===== src/design/box_blur_3x3_edge_aware_macros.svh =====
// assertion macros shared by the box blur design files
`ifndef BOX_BLUR_3X3_EDGE_AWARE_MACROS_SVH
`define BOX_BLUR_3X3_EDGE_AWARE_MACROS_SVH
`ifndef ASSERT_OFF
`define BB3_ASSERT(lbl, clk, rstn, prop, msg) \
    lbl: assert property (@(posedge clk) disable iff (!(rstn)) (prop)) else $error(msg);
`define BB3_ASSERT_RST(lbl, clk, prop, msg) \
    lbl: assert property (@(posedge clk) (prop)) else $error(msg);
`else
`define BB3_ASSERT(lbl, clk, rstn, prop, msg)
`define BB3_ASSERT_RST(lbl, clk, prop, msg)
`endif
`endif


===== src/design/bb3_pkg.sv =====
// types, constants and tables shared by the box blur modules
package bb3_pkg;

    localparam int PIX_W     = 24;
    localparam int CH_W      = 8;
    localparam int SUM_W     = 12;
    localparam int X_W       = 13;
    localparam int D_W       = 5;
    localparam int M_W       = 16;
    localparam int Q0_W      = 9;
    localparam int CFG_W     = 13;
    localparam int CFG_IDX_W = 2;
    localparam int IMG_W_W   = 11;
    localparam int IMG_H_W   = 13;

    localparam logic [CFG_IDX_W-1:0] REG_IMAGE_WIDTH  = 2'd0;
    localparam logic [CFG_IDX_W-1:0] REG_IMAGE_HEIGHT = 2'd1;

    localparam logic [IMG_W_W-1:0] WIDTH_RESET  = 11'd1024;
    localparam logic [IMG_H_W-1:0] HEIGHT_RESET = 13'd768;

    // which pending pixel a result belongs to, relative to the input at (r, c)
    typedef enum logic [1:0] {
        KIND_UP_LEFT,   // (r-1, c-1)
        KIND_UP,        // (r-1, c), last column
        KIND_LEFT,      // (r, c-1), last row
        KIND_HERE       // (r, c), last row and column
    } bb3_kind_t;

    typedef struct packed {
        logic      take;
        logic      update;
        bb3_kind_t sel;
        logic      load;
        logic      last;
    } bb3_cmd_t;

    typedef struct packed {
        logic [3:0] pend;
        logic       out_free;
    } bb3_stat_t;

    // floor(2^16 / (2n)) for neighbor count n
    function automatic logic [M_W-1:0] bb3_recip(input logic [3:0] n);
        logic [M_W-1:0] m;
        unique case (n)
            4'd2:    m = 16'd16384;
            4'd3:    m = 16'd10922;
            4'd4:    m = 16'd8192;
            4'd6:    m = 16'd5461;
            4'd9:    m = 16'd3640;
            default: m = 16'd32768;
        endcase
        return m;
    endfunction

endpackage


===== src/design/bb3_ctrl.sv =====
// controller: sequences accept, line store update and one result at a time
`include "box_blur_3x3_edge_aware_macros.svh"
module bb3_ctrl (
    input  logic              aclk,
    input  logic              aresetn,
    input  logic              s_tvalid,
    output logic              s_tready,
    output bb3_pkg::bb3_cmd_t cmd,
    input  bb3_pkg::bb3_stat_t stat
);
    import bb3_pkg::*;

    typedef enum logic [2:0] {
        ST_IDLE,
        ST_UPDATE,
        ST_SUM,
        ST_MUL,
        ST_LOAD
    } state_t;

    state_t     state_reg;
    logic [3:0] pend_reg;
    bb3_kind_t  sel_reg;
    logic [3:0] rest;

    function automatic bb3_kind_t pick(input logic [3:0] p);
        bb3_kind_t k;
        priority if (p[0]) k = KIND_UP_LEFT;
        else if (p[1])     k = KIND_UP;
        else if (p[2])     k = KIND_LEFT;
        else               k = KIND_HERE;
        return k;
    endfunction

    // results still owed after the one being loaded
    assign rest = pend_reg & ~(4'b0001 << sel_reg);

    assign s_tready   = (state_reg == ST_IDLE);
    assign cmd.take   = (state_reg == ST_IDLE);
    assign cmd.update = (state_reg == ST_UPDATE);
    assign cmd.sel    = sel_reg;
    assign cmd.load   = (state_reg == ST_LOAD) && stat.out_free;
    assign cmd.last   = (rest == 4'b0000);

    always_ff @(posedge aclk) begin
        if (!aresetn) begin
            state_reg <= ST_IDLE;
            pend_reg  <= 4'b0000;
            sel_reg   <= KIND_UP_LEFT;
        end else begin
            unique case (state_reg)
                ST_IDLE: begin
                    if (s_tvalid) begin
                        state_reg <= ST_UPDATE;
                    end
                end
                ST_UPDATE: begin
                    pend_reg <= stat.pend;
                    sel_reg  <= pick(stat.pend);
                    if (stat.pend != 4'b0000) begin
                        state_reg <= ST_SUM;
                    end else begin
                        state_reg <= ST_IDLE;
                    end
                end
                ST_SUM: begin
                    state_reg <= ST_MUL;
                end
                ST_MUL: begin
                    state_reg <= ST_LOAD;
                end
                ST_LOAD: begin
                    if (stat.out_free) begin
                        pend_reg <= rest;
                        sel_reg  <= pick(rest);
                        if (rest != 4'b0000) begin
                            state_reg <= ST_SUM;
                        end else begin
                            state_reg <= ST_IDLE;
                        end
                    end
                end
                default: begin
                    state_reg <= ST_IDLE;
                end
            endcase
        end
    end

    `BB3_ASSERT_RST(a_reset_idle, aclk, !aresetn |=> state_reg == ST_IDLE, "not idle after reset")
    `BB3_ASSERT(a_sel_pending, aclk, aresetn, (state_reg == ST_SUM || state_reg == ST_MUL || state_reg == ST_LOAD) |-> pend_reg[sel_reg], "working on a result that is not pending")
    `BB3_ASSERT(a_last_to_idle, aclk, aresetn, (cmd.load && cmd.last) |=> state_reg == ST_IDLE, "last result loaded but not idle")

endmodule


===== config.mk =====
export PLATFORM = sky130hd
export DESIGN_NAME = bb3_ctrl
export DESIGN_NICKNAME = d
export VERILOG_FILES = /design/src/design/bb3_pkg.sv /design/src/design/bb3_ctrl.sv
export VERILOG_INCLUDE_DIRS = /design/src /design/src/design
export SDC_FILE = /design/constraint.sdc
export NUM_CORES = 1
export LEC_CHECK = 0
export BUFFER_PORTS_ARGS = -buffer_cell sky130_fd_sc_hd__buf_2
export CORE_UTILIZATION = 34
export CTS_BUF_LIST = sky130_fd_sc_hd__clkbuf_2 sky130_fd_sc_hd__clkbuf_4 sky130_fd_sc_hd__clkbuf_8
export CTS_CLUSTER_DIAMETER = 100
export DETAILED_ROUTE_END_ITERATION = 8
export GPL_TIMING_DRIVEN = 0
export SYNTH_ARGS = -nofsm -noshare
export SYNTH_HDL_FRONTEND = slang
export SYNTH_SLANG_ARGS = --single-unit

===== constraint.sdc =====
create_clock -name aclk -period 1.2 [get_ports aclk]
set_input_delay 0.18 -clock aclk [delete_from_list [all_inputs] [get_ports aclk]]
set_output_delay 0.18 -clock aclk [all_outputs]
set_load 0.005 [all_outputs]

# ---- Word-level counts from Yosys, hierarchy flattened
# Cells that the tools add are included.
dict set report totals {
  reg_bits 9
  input_bits 8
}
dict set report classes {
  eq_ne 6
  shift 1
  mux 15
  bitwise 2
  n_reduce_logical 8
}
# cell count
set op_table {}
lappend op_table {{$pmux W3 S5} 1}
lappend op_table {{$mux W2} 7}
lappend op_table {{$pmux W4 S2} 1}
lappend op_table {{$reduce_bool A4 Y1} 2}
lappend op_table {{$eq A3 B2 Y1 const B} 2}
lappend op_table {{$mux W3} 2}
lappend op_table {{$and A4 B4 Y4} 1}
lappend op_table {{$logic_not A4 Y1} 1}
lappend op_table {{$mux W4} 1}
lappend op_table {{$ne A2 B2 Y1 const B} 2}
lappend op_table {{$not A4 Y4} 1}
lappend op_table {{$pmux W2 S2} 1}
lappend op_table {{$reduce_and A2 Y1} 2}
lappend op_table {{$shl A1 B2 Y4 const A} 1}
lappend op_table {{$eq A3 B1 Y1 const B} 1}
lappend op_table {{$eq A3 B3 Y1 const B} 1}
lappend op_table {{$logic_not A3 Y1} 1}
lappend op_table {{$mux W1} 2}
lappend op_table {{$reduce_bool A2 Y1} 1}
lappend op_table {{$logic_and A1 B1 Y1} 1}

# ---- Depth between registers and ports, before layout
dict set report logic_depth {
  word_depth 8
  depth_mapped 5
}

# ---- Worst setup path before layout
# No wires, ideal clock.
dict set report synth_timing {
  kind {register to output}
  start {reg sel_reg[1]}
  end {out cmd[0] (netlist bit)}
  arrival_ps 1048
  t_required_ps 1020
  setup_slack_ps -28
  stages_incl_launch_ff 5
  path_cell_list {dfxtp_1 -> buf_2 -> mux2i_1 -> a22o_1 -> or2_2}
}
# element line
set synth_rtl {}
lappend synth_rtl {{from (decl)} bb3_ctrl.sv:23} ;# bb3_kind_t sel_reg;
lappend synth_rtl {{from (signal assigned)} bb3_ctrl.sv:59} ;# sel_reg <= pick(stat.pend);
lappend synth_rtl {{from (signal assigned)} bb3_ctrl.sv:75} ;# sel_reg <= pick(rest);
lappend synth_rtl {{to (decl)} bb3_ctrl.sv:8} ;# output bb3_pkg::bb3_cmd_t cmd,

==> summary.txt <==
Status
  • Status: complete, but fails checks
  • Failing checks: setup timing

Clock network
  • Root Driver: clkbuf_4
  • CTS buffer count: 3
  • Sink Count: 9
  • CTS max path bufs: 2
  • Clock Latency Late Sink: 0.27 ns
  • Clk pin slew, worst setup/hold paths: 0.07 ns
  • CTS tree: done
  • CTS H-tree depth: 1

Floorplanning
  • Core footprint: 1580 µm²
  • Die Wd: 44.1 µm
  • Starting density of the core: 38.2%
  • Die Span Y: 44.1 µm
  • Die Area: 1940 µm²
  • Num ports: 15
  • Std cell rows: 14

Synthesis
  • Largest cells by area after synthesis: dfxtp_1 30%, o21ai_0 6.7%, nand2b_1 4.2%
  • Mapped Area: 602 µm²
  • Syn. warnings: 0
  • Synth unique cells: 35
  • Post-synth top area cell: dfxtp_1
  • Asr flop ratio synth: 0%
  • Register area share after synthesis: 29.9%
  • Synth Flop Type: dfxtp_1
  • Post-Syn Nets: 82
  • Share of the synthesized area in the top cell type: 29.9%
  • Gate count after technology mapping: 74
  • Post-synthesis register bit count: 9
  • EDFF count, synth: 0
  • Synth Area per Inst: 8.13 µm²

Final layout
  • Final #Nets: 114
  • Layout area overhead: 54.5%
  • Non-filler cells, final: 121
  • Max FFs per register: 4
  • Fraction of layout cells with a size suffix above 1: 50.5%
  • Diode count: 0

Global route
  • GR Overflow Total: 0
  • Largest net degree at the start of global routing: 11
  • Initial antenna violation count: 0
  • Global-route wire length before repair: 2.73 mm
  • Total GRT Usage: 19.6%
  • Vias in the first global route: 617

Worst hold path
  • Worst-case hold path end point: pend_reg[3]
  • Min-Delay Path Depth: 2
  • Hold Crit Start: stat[4]
  • Hold crit path type: in2reg

STA
  • RSZ-0062 raised after global routing: true
  • Worst Tran Pin Value: 0.370 ns
  • Final Max Slew Viols: 0
  • Hold slack: 0.156 ns
  • Worst setup margin: -0.304 ns
  • Setup TNS: -0.745 ns
  • Crit share post-route: 125%
  • Final Critical Period: 1.50 ns
  • Worst Skew: 0.00830 ns
  • Rel. slew slack: 75.3%
  • Endpoints failing setup: 8
  • Final Hold Fails: 0
  • Fmax: 665 MHz

Route
  • DRT Pass-1 Iters: 4
  • DR vias/cell: 5.57
  • Drt wl/cell: 14.1 µm
  • Final wirelength: 1.70 mm
  • DRC violations left: 0
  • Via count: 674
  • Antenna-violating nets left: 0
  • Initial DRC count: 19

Flow run
  • Max cap viols: 0

Setup path
  • Reg2Reg Depth: 6
  • Worst Setup End Kind: output port
  • Required time worst endpoint: 1.02 ns
  • Worst reg2reg path startpoint: sel_reg[0]
  • Reg2Reg Setup Slack: -0.11 ns
  • Worst Path Max Fanout: 6
  • R2R Path End: state_reg[1]
  • Setup Crit Path Kind: reg2out
  • Startpoint Class: register
  • Data arrival time of the worst path: 1.32 ns

Power
  • Power density over the cells: 969 nW/µm²
  • LEAKAGE: 0.403 nW
  • Peak supply drop: 0.658 mV

Placed design
  • Port bufs: 14
  • Placed cells: 104
  • GPL Wtd Cong: 0.753
  • Hpwl dp: 969 µm
==> placed cells by master (no fill, tap or decap), types with 3 or more instances in the layout <==
cell type  netlist  routed
buf_6            0       5
nor2_1           4       3
nand2_1          3       3
o21ai_1          0       3
o21ai_0          8       5
buf_2            2      12
nand2b_1         4       4
buf_4            1      10
a21oi_1          4       4
inv_1            4       4
clkbuf_4         0       4
dfxtp_4          0       6
==> cell usage after synthesis, types with 2 or more instances <==
cell      number
dfxtp_1        9
o21ai_0        8
a21oi_1        4
inv_1          4
nand2b_1       4
nor2_1         4
nand2_1        3
nor3_1         3
a31o_2         2
a31oi_1        2
buf_2          2
nand3b_1       2
nor2b_1        2
nor4_1         2
o211a_1        2
or2_2          2
==> how the worst max path moves through the flow <==
| stage | start | endpoint | slack [ns] | depth (start not counted) |
|---|---|---|---|---|
| after floorplan | sel_reg[1] | cmd[0] | 0.02 | 4 |
| after global placement | state_reg[2] | state_reg[1] | -0.13 | 4 |
| after CTS | sel_reg[0] | cmd[0] | -0.32 | 4 |
| after detailed placement | sel_reg[1] | cmd[0] | -0.12 | 5 |
| final | sel_reg[1] | cmd[0] | -0.30 | 4 |
| after global routing | sel_reg[1] | cmd[0] | -0.35 | 4 |
==> logic make-up after synthesis <==
| logic type | after synthesis | share of synthesized area (%) |
|---|---|---|
| buffers and inverters | 8 | 6.03 |
| AOI/OAI and AO/OA | 26 | 30.1 |
| adders and majority gates | 1 | 1.66 |
| DFF | 9 | 29.9 |
| muxes | 1 | 1.66 |
| and+or+nand+nor | 29 | 30.6 |
==> critical path, stage by stage, from the launching register on <==
cell and delay [ns]:
dfxtp_4 0.36, mux2i_1 0.12, a22o_1 0.24, or2_4 0.23
buf_6 0.11
==> layout make-up <==
type | instances | area (µm²)
Inverter | 4 | 15.0
Multi-Input combinational cell | 57 | 417
Tap cell | 16 | 20.0
Sequential cell | 9 | 205
Timing Repair Buffer | 29 | 224
Buffer | 2 | 18.8
Fill cell | 134 | 647
Clock buffer | 4 | 30.0
==> report_power, final <==
group	switching, mW	internal [mW]
Sequential	0.0340	0.317
Combinational	0.113	0.167
Clock	0.118	0.151
Total	0.265	0.636
==> metal layers <==
metal | track usage (%) | vias to the layer above | share of wire, %
li1 | - | 335 | -
met1 | 24.7 | 304 | 46
met2 | 28.8 | 27 | 45
met3 | 4.90 | 8 | 4.7
met4 | 13.9 | 0 | 3.6
met5 | 0 | - | 0
==> through the flow <==
step	util (%)	cell area (µm²)	power, mW	setup WS [ns]
2_1_floorplan	-	611	0.483	0.0204
3_3_place_gp	44.4	701	0.545	-0.126
3_5_place_dp	44.4	701	0.547	-0.120
4_1_cts	55.8	880	0.873	-0.324
5_1_grt	59.0	930	0.950	-0.353
6_report	59.0	930	0.901	-0.304
==> what timing repair did <==
action	4_1_cts	5_1_grt
pin swaps	7	5
resized for setup	26	7
setup endpoints to repair	13	13
buffers inserted	11	4
hold buffers	0	0
No activity file was read; power rests on OpenSTA's default activity.
